<file path="src/rtl/stpc_pkg.sv">
`default_nettype none

package stpc_pkg;

   // Fixed field widths of the channels and the register
   localparam int STICK_W    = 16;
   localparam int MAX_DIFF_W = 16;
   localparam int PAIR_W     = 6;
   localparam logic [PAIR_W-1:0] PAIR_MAX = 6'd63;

   // Configuration port
   localparam int CSR_DATA_W = 32;
   localparam int CSR_ADDR_W = 3;
   localparam int REG_IDX_W  = 1;
   localparam logic [REG_IDX_W-1:0] REG_IDX_MAX_DIFF = 1'b0;

   typedef enum logic [1:0] {
      ST_IDLE,
      ST_SHIFT,
      ST_SCAN,
      ST_DONE
   } stpc_state_type;

   typedef struct packed {
      logic accept;     // take the input transaction
      logic shift;      // one insertion step
      logic scan_init;  // clear scan state
      logic scan;       // one scan step
      logic finish;     // load the result register, clear the set
   } stpc_cmd_type;

   typedef struct packed {
      logic ins_needed;
      logic shift_done;
      logic scan_done;
      logic out_free;
   } stpc_sts_type;

endpackage

`default_nettype wire

</file>
<file path="src/rtl/stpc_if.sv">
`default_nettype none

interface stpc_req_if import stpc_pkg::*; ();
   logic               valid;
   logic               ready;
   logic [STICK_W-1:0] stick_length;
   logic               last_stick;

   modport source (output valid, output stick_length, output last_stick, input ready);
   modport sink (input valid, input stick_length, input last_stick, output ready);
endinterface

interface stpc_rsp_if import stpc_pkg::*; ();
   logic              valid;
   logic              ready;
   logic [PAIR_W-1:0] pair_count;
   logic              overflow;

   modport source (output valid, output pair_count, output overflow, input ready);
   modport sink (input valid, input pair_count, input overflow, output ready);
endinterface

`default_nettype wire

</file>
<file path="src/rtl/stpc_ram.sv">
`default_nettype none

module stpc_ram #(
   parameter int WIDTH = 16,
   parameter int DEPTH = 64
) (
   input  wire logic                     clock,
   input  wire logic                     we,
   input  wire logic [$clog2(DEPTH)-1:0] waddr,
   input  wire logic [WIDTH-1:0]         wdata,
   input  wire logic [$clog2(DEPTH)-1:0] raddr,
   output logic      [WIDTH-1:0]         rdata
);

   logic [WIDTH-1:0] mem [DEPTH];

   always_ff @(posedge clock) begin
      if (we) begin
         mem[waddr] <= wdata;
      end
      rdata <= mem[raddr];
   end

endmodule

`default_nettype wire

</file>
<file path="src/rtl/stpc_ctrl.sv">
`default_nettype none

module stpc_ctrl import stpc_pkg::*; (
   input  wire logic         clock,
   input  wire logic         reset,
   input  wire logic         req_valid,
   input  wire logic         req_last_stick,
   output logic              req_ready,
   input  wire stpc_sts_type sts,
   output stpc_cmd_type      cmd
);

   stpc_state_type state_ff, state_in;
   logic           last_ff, last_in;

   always_comb begin
      state_in = state_ff;
      last_in  = last_ff;
      unique case (state_ff)
         ST_IDLE: begin
            if (req_valid) begin
               last_in = req_last_stick;
               if (sts.ins_needed) begin
                  state_in = ST_SHIFT;
               end else if (req_last_stick) begin
                  state_in = ST_SCAN;
               end
            end
         end
         ST_SHIFT: begin
            if (sts.shift_done) begin
               state_in = last_ff ? ST_SCAN : ST_IDLE;
            end
         end
         ST_SCAN: begin
            if (sts.scan_done) begin
               state_in = ST_DONE;
            end
         end
         ST_DONE: begin
            if (sts.out_free) begin
               state_in = ST_IDLE;
            end
         end
         default: state_in = ST_IDLE;
      endcase
   end

   always_comb begin
      cmd       = '0;
      req_ready = 1'b0;
      unique case (state_ff)
         ST_IDLE: begin
            req_ready     = 1'b1;
            cmd.accept    = req_valid;
            cmd.scan_init = req_valid && !sts.ins_needed && req_last_stick;
         end
         ST_SHIFT: begin
            cmd.shift     = 1'b1;
            cmd.scan_init = sts.shift_done && last_ff;
         end
         ST_SCAN: begin
            cmd.scan = 1'b1;
         end
         ST_DONE: begin
            cmd.finish = sts.out_free;
         end
         default: begin
            cmd = '0;
         end
      endcase
   end

   always_ff @(posedge clock) begin
      if (reset) begin
         state_ff <= ST_IDLE;
         last_ff  <= 1'b0;
      end else begin
         state_ff <= state_in;
         last_ff  <= last_in;
      end
   end

endmodule

`default_nettype wire

</file>
<file path="src/rtl/stpc_dp.sv">
`default_nettype none

module stpc_dp import stpc_pkg::*; #(
   parameter int MAX_STICKS  = 64,
   parameter int LENGTH_BITS = 16
) (
   input  wire logic                  clock,
   input  wire logic                  reset,
   input  wire stpc_cmd_type          cmd,
   output stpc_sts_type               sts,
   input  wire logic [STICK_W-1:0]    req_stick_length,
   input  wire logic [MAX_DIFF_W-1:0] max_diff,
   input  wire logic                  rsp_ready,
   output logic                       rsp_valid,
   output logic      [PAIR_W-1:0]     rsp_pair_count,
   output logic                       rsp_overflow
);

   localparam int AW    = $clog2(MAX_STICKS);
   localparam int CNT_W = $clog2(MAX_STICKS + 1);
   localparam int CMP_W = (LENGTH_BITS > MAX_DIFF_W) ? LENGTH_BITS : MAX_DIFF_W;
   localparam logic [CNT_W-1:0] COUNT_FULL = CNT_W'(MAX_STICKS);

   logic [CNT_W-1:0]       count_ff, count_in;
   logic                   ovf_ff, ovf_in;
   logic [LENGTH_BITS-1:0] key_ff, key_in;
   logic [AW-1:0]          j_ff, j_in;
   logic [CNT_W-1:0]       scan_addr_ff, scan_addr_in;
   logic                   rvalid_ff, rvalid_in;
   logic [LENGTH_BITS-1:0] cur_ff, cur_in;
   logic                   have_cur_ff, have_cur_in;
   logic [PAIR_W-1:0]      pairs_ff, pairs_in;
   logic                   rsp_valid_ff, rsp_valid_in;
   logic [PAIR_W-1:0]      rsp_pairs_ff, rsp_pairs_in;
   logic                   rsp_ovf_ff, rsp_ovf_in;

   logic                   ram_we;
   logic [AW-1:0]          ram_waddr;
   logic [LENGTH_BITS-1:0] ram_wdata;
   logic [AW-1:0]          ram_raddr;
   logic [LENGTH_BITS-1:0] ram_rdata;

   logic [LENGTH_BITS-1:0] len_cut;
   logic                   has_room;
   logic                   greater;
   logic [LENGTH_BITS-1:0] diff;
   logic                   pair_ok;

   assign len_cut  = LENGTH_BITS'(req_stick_length);
   assign has_room = (count_ff != COUNT_FULL);
   assign greater  = (ram_rdata > key_ff);
   assign diff     = ram_rdata - cur_ff;
   assign pair_ok  = have_cur_ff && (CMP_W'(diff) <= CMP_W'(max_diff));

   assign sts.ins_needed = has_room && (count_ff != '0);
   assign sts.shift_done = (j_ff == '0) || !greater;
   assign sts.scan_done  = (scan_addr_ff == count_ff) && !rvalid_ff;
   assign sts.out_free   = !rsp_valid_ff || rsp_ready;

   // Memory port selection: direct write of the first stick, insertion
   // shifts, the sequential scan read, and otherwise a read of the last stored stick
   always_comb begin
      ram_we    = (cmd.accept && has_room && (count_ff == '0)) || cmd.shift;
      ram_waddr = cmd.shift ? j_ff : '0;
      ram_wdata = cmd.shift ? (sts.shift_done ? key_ff : ram_rdata) : len_cut;
      priority if (cmd.scan) begin
         ram_raddr = scan_addr_ff[AW-1:0];
      end else if (cmd.shift) begin
         ram_raddr = j_ff - AW'(2);
      end else begin
         ram_raddr = count_ff[AW-1:0] - AW'(1);
      end
   end

   always_comb begin
      count_in     = count_ff;
      ovf_in       = ovf_ff;
      key_in       = key_ff;
      j_in         = j_ff;
      scan_addr_in = scan_addr_ff;
      rvalid_in    = rvalid_ff;
      cur_in       = cur_ff;
      have_cur_in  = have_cur_ff;
      pairs_in     = pairs_ff;
      rsp_valid_in = rsp_valid_ff;
      rsp_pairs_in = rsp_pairs_ff;
      rsp_ovf_in   = rsp_ovf_ff;

      if (cmd.accept) begin
         if (has_room) begin
            key_in   = len_cut;
            j_in     = count_ff[AW-1:0];
            count_in = count_ff + CNT_W'(1);
         end else begin
            ovf_in = 1'b1;  // drop the stick
         end
      end

      if (cmd.shift && !sts.shift_done) begin
         j_in = j_ff - AW'(1);
      end

      if (cmd.scan_init) begin
         scan_addr_in = '0;
         rvalid_in    = 1'b0;
         have_cur_in  = 1'b0;
         pairs_in     = '0;
      end

      if (cmd.scan) begin
         if (scan_addr_ff != count_ff) begin
            scan_addr_in = scan_addr_ff + CNT_W'(1);
            rvalid_in    = 1'b1;
         end else begin
            rvalid_in = 1'b0;
         end
         if (rvalid_ff) begin
            if (pair_ok) begin
               have_cur_in = 1'b0;
               if (pairs_ff != PAIR_MAX) begin
                  pairs_in = pairs_ff + PAIR_W'(1);
               end
            end else begin
               cur_in      = ram_rdata;
               have_cur_in = 1'b1;
            end
         end
      end

      if (cmd.finish) begin
         rsp_valid_in = 1'b1;
         rsp_pairs_in = pairs_ff;
         rsp_ovf_in   = ovf_ff;
         count_in     = '0;
         ovf_in       = 1'b0;
      end else if (rsp_valid_ff && rsp_ready) begin
         rsp_valid_in = 1'b0;
      end
   end

   always_ff @(posedge clock) begin
      if (reset) begin
         count_ff     <= '0;
         ovf_ff       <= 1'b0;
         rvalid_ff    <= 1'b0;
         rsp_valid_ff <= 1'b0;
      end else begin
         count_ff     <= count_in;
         ovf_ff       <= ovf_in;
         rvalid_ff    <= rvalid_in;
         rsp_valid_ff <= rsp_valid_in;
      end
   end

   always_ff @(posedge clock) begin
      key_ff       <= key_in;
      j_ff         <= j_in;
      scan_addr_ff <= scan_addr_in;
      cur_ff       <= cur_in;
      have_cur_ff  <= have_cur_in;
      pairs_ff     <= pairs_in;
      rsp_pairs_ff <= rsp_pairs_in;
      rsp_ovf_ff   <= rsp_ovf_in;
   end

   stpc_ram #(
      .WIDTH (LENGTH_BITS),
      .DEPTH (MAX_STICKS)
   ) u_store (
      .clock (clock),
      .we    (ram_we),
      .waddr (ram_waddr),
      .wdata (ram_wdata),
      .raddr (ram_raddr),
      .rdata (ram_rdata)
   );

   assign rsp_valid      = rsp_valid_ff;
   assign rsp_pair_count = rsp_pairs_ff;
   assign rsp_overflow   = rsp_ovf_ff;

   a_count_bound: assert property (@(posedge clock) disable iff (reset)
      count_ff <= COUNT_FULL)
      else $error("stick count beyond buffer capacity");

   a_shift_walks_down: assert property (@(posedge clock) disable iff (reset)
      cmd.shift && !sts.shift_done |=> j_ff == $past(j_ff) - AW'(1))
      else $error("insertion position did not step down");

   a_ovf_only_when_full: assert property (@(posedge clock) disable iff (reset)
      $rose(ovf_ff) |-> $past(cmd.accept && count_ff == COUNT_FULL))
      else $error("overflow set without a dropped stick");

   a_finish_clears_set: assert property (@(posedge clock) disable iff (reset)
      cmd.finish |=> rsp_valid_ff && count_ff == '0 && !ovf_ff)
      else $error("result load did not clear the set");

endmodule

`default_nettype wire

</file>
<file path="src/rtl/sorted_tolerance_pair_counter_unit.sv">
// The first stick of a set is written straight into the buffer; any later stick is inserted
// into the sorted buffer, one shift per cycle for each stored stick larger than it.
// A last stick then starts a scan of the stored sticks over the memory read port, followed
// by the load of the result register; a pending result only stalls that final load.
// A new stick is accepted only in the idle state, once the previous insertion is done.
// Reset: synchronous, active high; clears set, flags, result valid and max_diff.
`default_nettype none

module sorted_tolerance_pair_counter_unit import stpc_pkg::*; #(
   parameter int MAX_STICKS  = 64,
   parameter int LENGTH_BITS = 16
) (
   input  wire logic                  clock,
   input  wire logic                  reset,
   stpc_req_if.sink                   req_chan,
   stpc_rsp_if.source                 rsp_chan,
   input  wire logic                  csr_psel,
   input  wire logic                  csr_penable,
   input  wire logic                  csr_pwrite,
   input  wire logic [CSR_ADDR_W-1:0] csr_paddr,
   input  wire logic [CSR_DATA_W-1:0] csr_pwdata,
   output logic      [CSR_DATA_W-1:0] csr_prdata,
   output logic                       csr_pready
);

   logic [MAX_DIFF_W-1:0] max_diff_ff, max_diff_in;
   logic [REG_IDX_W-1:0]  reg_idx;
   logic                  csr_write;

   stpc_cmd_type cmd;
   stpc_sts_type sts;

   assign reg_idx    = csr_paddr[CSR_ADDR_W-1:2];
   assign csr_pready = 1'b1;
   assign csr_write  = csr_psel && csr_penable && csr_pwrite && csr_pready;

   always_comb begin
      max_diff_in = max_diff_ff;
      if (csr_write && (reg_idx == REG_IDX_MAX_DIFF)) begin
         max_diff_in = csr_pwdata[MAX_DIFF_W-1:0];
      end
   end

   always_comb begin
      csr_prdata = '0;
      if (reg_idx == REG_IDX_MAX_DIFF) begin
         csr_prdata = CSR_DATA_W'(max_diff_ff);
      end
   end

   always_ff @(posedge clock) begin
      if (reset) begin
         max_diff_ff <= '0;
      end else begin
         max_diff_ff <= max_diff_in;
      end
   end

   stpc_ctrl u_ctrl (
      .clock          (clock),
      .reset          (reset),
      .req_valid      (req_chan.valid),
      .req_last_stick (req_chan.last_stick),
      .req_ready      (req_chan.ready),
      .sts            (sts),
      .cmd            (cmd)
   );

   stpc_dp #(
      .MAX_STICKS  (MAX_STICKS),
      .LENGTH_BITS (LENGTH_BITS)
   ) u_dp (
      .clock            (clock),
      .reset            (reset),
      .cmd              (cmd),
      .sts              (sts),
      .req_stick_length (req_chan.stick_length),
      .max_diff         (max_diff_ff),
      .rsp_ready        (rsp_chan.ready),
      .rsp_valid        (rsp_chan.valid),
      .rsp_pair_count   (rsp_chan.pair_count),
      .rsp_overflow     (rsp_chan.overflow)
   );

endmodule

`default_nettype wire
</file>
<file path="src/flat_wrapper.sv">
// flat-port wrapper written by rule: the top's interface ports become plain ports
module sorted_tolerance_pair_counter_unit_flat import stpc_pkg::*;
#(
   parameter int MAX_STICKS  = 64,
   parameter int LENGTH_BITS = 16
)
  (clock, reset, csr_psel, csr_penable, csr_pwrite, csr_paddr, csr_pwdata, csr_prdata, csr_pready, req_chan_valid, req_chan_stick_length, req_chan_last_stick, req_chan_ready, rsp_chan_valid, rsp_chan_pair_count, rsp_chan_overflow, rsp_chan_ready);
  stpc_req_if req_chan_i ();
  stpc_rsp_if rsp_chan_i ();
  input  wire logic clock;
  input  wire logic reset;
  input  wire logic csr_psel;
  input  wire logic csr_penable;
  input  wire logic csr_pwrite;
  input  wire logic [CSR_ADDR_W-1:0] csr_paddr;
  input  wire logic [CSR_DATA_W-1:0] csr_pwdata;
  output logic      [CSR_DATA_W-1:0] csr_prdata;
  output logic csr_pready;
  input wire logic [$bits(req_chan_i.valid)-1:0] req_chan_valid;
  input wire logic [$bits(req_chan_i.stick_length)-1:0] req_chan_stick_length;
  input wire logic [$bits(req_chan_i.last_stick)-1:0] req_chan_last_stick;
  output wire logic [$bits(req_chan_i.ready)-1:0] req_chan_ready;
  output wire logic [$bits(rsp_chan_i.valid)-1:0] rsp_chan_valid;
  output wire logic [$bits(rsp_chan_i.pair_count)-1:0] rsp_chan_pair_count;
  output wire logic [$bits(rsp_chan_i.overflow)-1:0] rsp_chan_overflow;
  input wire logic [$bits(rsp_chan_i.ready)-1:0] rsp_chan_ready;
  assign req_chan_i.valid = req_chan_valid;
  assign req_chan_i.stick_length = req_chan_stick_length;
  assign req_chan_i.last_stick = req_chan_last_stick;
  assign req_chan_ready = req_chan_i.ready;
  assign rsp_chan_valid = rsp_chan_i.valid;
  assign rsp_chan_pair_count = rsp_chan_i.pair_count;
  assign rsp_chan_overflow = rsp_chan_i.overflow;
  assign rsp_chan_i.ready = rsp_chan_ready;
  sorted_tolerance_pair_counter_unit #(.MAX_STICKS(MAX_STICKS), .LENGTH_BITS(LENGTH_BITS)) u_core (.clock(clock), .reset(reset), .req_chan(req_chan_i), .rsp_chan(rsp_chan_i), .csr_psel(csr_psel), .csr_penable(csr_penable), .csr_pwrite(csr_pwrite), .csr_paddr(csr_paddr), .csr_pwdata(csr_pwdata), .csr_prdata(csr_prdata), .csr_pready(csr_pready));
endmodule
</file>
<file path="config.mk">
export PLATFORM = sky130hd
export DESIGN_NAME = sorted_tolerance_pair_counter_unit_flat
export DESIGN_NICKNAME = d
export VERILOG_FILES = /design/src/rtl/stpc_pkg.sv /design/src/rtl/stpc_if.sv /design/src/rtl/stpc_ram.sv /design/src/rtl/stpc_ctrl.sv /design/src/rtl/stpc_dp.sv /design/src/rtl/sorted_tolerance_pair_counter_unit.sv /design/src/flat_wrapper.sv
export SDC_FILE = /design/constraint.sdc
export NUM_CORES = 2
export LEC_CHECK = 0
export BUFFER_PORTS_ARGS = -buffer_cell sky130_fd_sc_hd__buf_2
export CORE_UTILIZATION = 30
export CTS_CLUSTER_DIAMETER = 120
export DETAILED_ROUTE_END_ITERATION = 8
export PLACE_DENSITY = 0.45
export SETUP_SLACK_MARGIN = 0.15
export SYNTH_ARGS = -nofsm -noshare
export SYNTH_HDL_FRONTEND = slang
export SYNTH_HIERARCHICAL = 1
export SYNTH_SLANG_ARGS = --single-unit
</file>
<file path="constraint.sdc">
create_clock -name clock -period 5.2 [get_ports clock]
set_input_delay 0.26 -clock clock [delete_from_list [all_inputs] [get_ports clock]]
set_output_delay 0.26 -clock clock [all_outputs]
set_load 0.005 [all_outputs]
</file>
==> results_dict.tcl <==
set metrics [dict create \
    power.leakage_nw 17.9 \
    fin_crit_ns 4.50 \
    crit_fanout 17 \
    drive_gt1_share_pct 24.2 \
    crit_path_max_incr_delay_ns 0.52 \
    cpLargestDelayFamily "compound AO/OA/AOI/OAI gates" \
    fin_tns_setup_ns 0 \
    insertion_delay_ns 0.77 \
    status "complete, no violations" \
    synth_cell_types 87 \
    path_cells "inv_1, ha_1, fa_1, nor2b_1, o2111ai_1, a2111oi_2, o41ai_1, nand3_1, o311ai_0, ha_1, nand4_2, nor4_2, o21ai_0, a31oi_2, nor2b_1, buf_4" \
    pre_cts_slack_ns 0.700 \
    syn-instance-count 2527 \
    dieArea_um2 156000 \
    worst_slack_ns 0.702 \
    gp_congestion 0.772 \
    die_height_um 395 \
    post_cts_buffers 0 \
    core_area_um2 153000 \
    slew_violations 0 \
    die_x_um 395 \
    clkSinkCount 1128 \
    grt_pass1_vias 24900 \
    power_density_nw_per_um2 617 \
    viasPerCell 4.95 \
    dpl.cell_count 4626 \
    post_cts_resized 0 \
    finalSetupViolCount 0 \
    rsz0062_at_grt "false" \
    period_share_pct 86.5 \
    ctsHtreeMaxLevel 4 \
    ant_nets 0 \
    num_io_pins 101 \
    path_buf_inv 2 \
    endpoint_kind "flip-flop" \
    synth_async_sr_flop_share_pct 0 \
    hp-class "in2reg" \
    hold_viol_final 0 \
    grt_overflow 0 \
    portBuffers 65 \
    wire_per_inst_um 25.2 \
    tightest_slew_ns 1.34 \
    arrival_ns 4.93 \
    fin_hold_ws_ns 0.273 \
    areaGrowthSynthToFinish_pct 17.0 \
    grt_max_degree 82 \
    design_area_um2 54200 \
    worstPathRequired_ns 5.63 \
    grt_pass1_wl_mm 178 \
    antenna_found_initial 2 \
    dr.pass1.iters 5 \
    cts_buffers 130 \
    fmax_ghz 0.222 \
    start_util_pct 30.4 \
    ir_drop_v 0.000410 \
    synth_edf_count 1069 \
    dp_hpwl_mm 74.0 \
    fin_nets 2882 \
    place_area_um2 49800 \
    via_count 24200 \
    synthFlopType "edfxtp_1" \
    skew_ns 0.0254 \
    critPathSlowestCell "a2111oi_2" \
    ys_warn_count 6 \
    crit_type "reg2reg" \
    drtIter0Drc 1613 \
    clock_path_buffers 3 \
    cp-start-kind "flip-flop" \
    ys_seq_area_share_pct 71.8 \
    cts_tree "done" \
    final-instance-count-excl-fill 4901 \
    cap_violations 0 \
    netlist_area_um2 46300 \
    drc 0 \
    synth_seq_cells 1128 \
    row_count 143 \
    track_usage_pct 15.8 \
    cts_root_buffer "clkbuf_16" \
    avgSynthCellArea_um2 18.3 \
    routed_wl_mm 123 \
    clkSlewWorstSetupHoldPaths_ns 0.06 \
    relSlewSlack_pct 10.6 \
]
==> per-stage QoR <==
step                      power [mW]  util (%)
final                           33.4      35.5
after global placement          25.0      32.6
after floorplan                 20.3         -
after global routing            35.0      35.5
after CTS                       33.9      35.5
after detailed placement        25.2      32.6
==> report_power, final <==
group	switching [mW]	internal [mW]
clock	3.75	4.90
sequential	0.239	11.2
combinational	8.19	5.12
total	12.2	21.3
==> cell usage after synthesis, types with 4 or more instances <==
cell type / n / area share, %
and2b_2: 6 / 0.11
buf_4: 30 / 0.49
a31oi_1: 30 / 0.41
buf_12: 6 / 0.26
mux4_2: 220 / 11
nand2b_1: 41 / 0.55
a22oi_1: 39 / 0.63
a221o_1: 6 / 0.13
inv_1: 65 / 0.53
mux2_2: 32 / 0.78
o21a_1: 4 / 0.065
clkbuf_1: 43 / 0.35
buf_6: 19 / 0.46
nor2b_1: 50 / 0.68
mux4_1: 4 / 0.23
xnor2_1: 15 / 0.28
a211oi_1: 12 / 0.19
nand4_1: 22 / 0.30
edfxtp_1: 1069 / 69
and2_1: 8 / 0.11
o21ai_1: 4 / 0.043
nor4_2: 4 / 0.11
o21ai_0: 25 / 0.27
and4_1: 7 / 0.13
and3_1: 6 / 0.081
a21o_1: 26 / 0.42
a22o_1: 6 / 0.11
a41oi_1: 6 / 0.11
xor2_1: 21 / 0.40
a211o_1: 9 / 0.17
buf_2: 42 / 0.45
nand2_1: 94 / 0.76
a221oi_1: 16 / 0.30
nand3_1: 55 / 0.59
a21oi_1: 43 / 0.46
mux2i_1: 110 / 2.4
dfxtp_1: 59 / 2.5
ha_1: 56 / 1.5
a311oi_1: 8 / 0.15
nor3_1: 13 / 0.14
nor2_1: 126 / 1.0
==> registers in the layout (all words and copies together), names as in the netlist, 7 cells and up <==
| signal | cells |
|---|---|
| u_core/u_dp/u_store/mem | 1024 |
| u_core/u_dp/key_ff | 16 |
| u_core/u_dp/scan_addr_ff | 7 |
| u_core/u_dp/cur_ff | 16 |
| u_core/u_dp/u_store/rdata | 16 |
| u_core/u_dp/count_ff | 7 |
| u_core/max_diff_ff | 16 |
==> worst register-to-register path, delay by kind of cell, from the launching register on <==
family          cells  cell delay (ns)
flops               1             0.36
fa+ha+maj           3             0.99
simple gates        5             0.90
compound gates      6             1.58
buf+inv             2             0.34
==> layout make-up <==
type / count / area, µm²
flip-flops and latches: 1128 / 33300
repair buffers: 241 / 1890
fillers: 14200 / 98400
well taps: 2030 / 2540
clock buffers: 165 / 3420
clock inverters: 68 / 591
multi-input cells: 1198 / 12200
diodes: 4 / 10.0
inverters: 67 / 251
==> final timing paths <==
path	from	end	slack, ns	cells past startpoint
setup reg to reg	u_core/u_dp/u_store/rdata[0]	u_core/u_dp/cur_ff[10]	0.70	16
hold reg to reg	u_core/u_dp/ovf_ff	u_core/u_dp/rsp_overflow	0.48	0
setup / recovery	u_core/u_dp/u_store/rdata[0]	u_core/u_dp/cur_ff[10]	0.70	16
hold / removal	req_chan_stick_length[1]	u_core/u_dp/key_ff[1]	0.27	2
==> logic make-up after synthesis <==
logic type / Yosys count / synth area share, %
other cells: 2 / 0.0162
simple gates: 455 / 5.00
flops: 1128 / 71.8
fa+ha+maj: 57 / 1.56
compound gates: 267 / 4.12
xor+xnor: 36 / 0.681
mux: 366 / 14.1
buf+inv: 216 / 2.71
==> layer usage <==
metal | track usage, % | part of all wire (%) | vias to the layer above
met3 | 2.54 | 4.3 | 155
li1 | - | - | 10600
met4 | 4.56 | 2.3 | 0
met1 | 21.8 | 46 | 12900
met5 | 0 | 0 | -
met2 | 25.6 | 48 | 610
==> repair_timing <==
item / CTS / global route
endpoints found under the setup margin: 0 / 0
hold buffers: 38 / 0
endpoints found under the hold margin: 37 / 0
==> placed cells by master, fill, tap and decap left out, types with 26 or more instances in the layout <==
cell type,count
edfxtp_1,1069
buf_2,65
clkbuf_16,131
nand3_1,55
a21oi_1,42
mux2i_1,110
nor2_1,118
dfxtp_1,59
nand2_1,94
a21o_1,26
clkinv_1,26
ha_1,56
mux4_2,220
mux2_2,32
a22oi_1,39
dlygate4sd3_1,38
nand2b_1,41
buf_4,126
nor2b_1,48
inv_1,65
clkbuf_1,33
(Power assumes the default switching activity.)
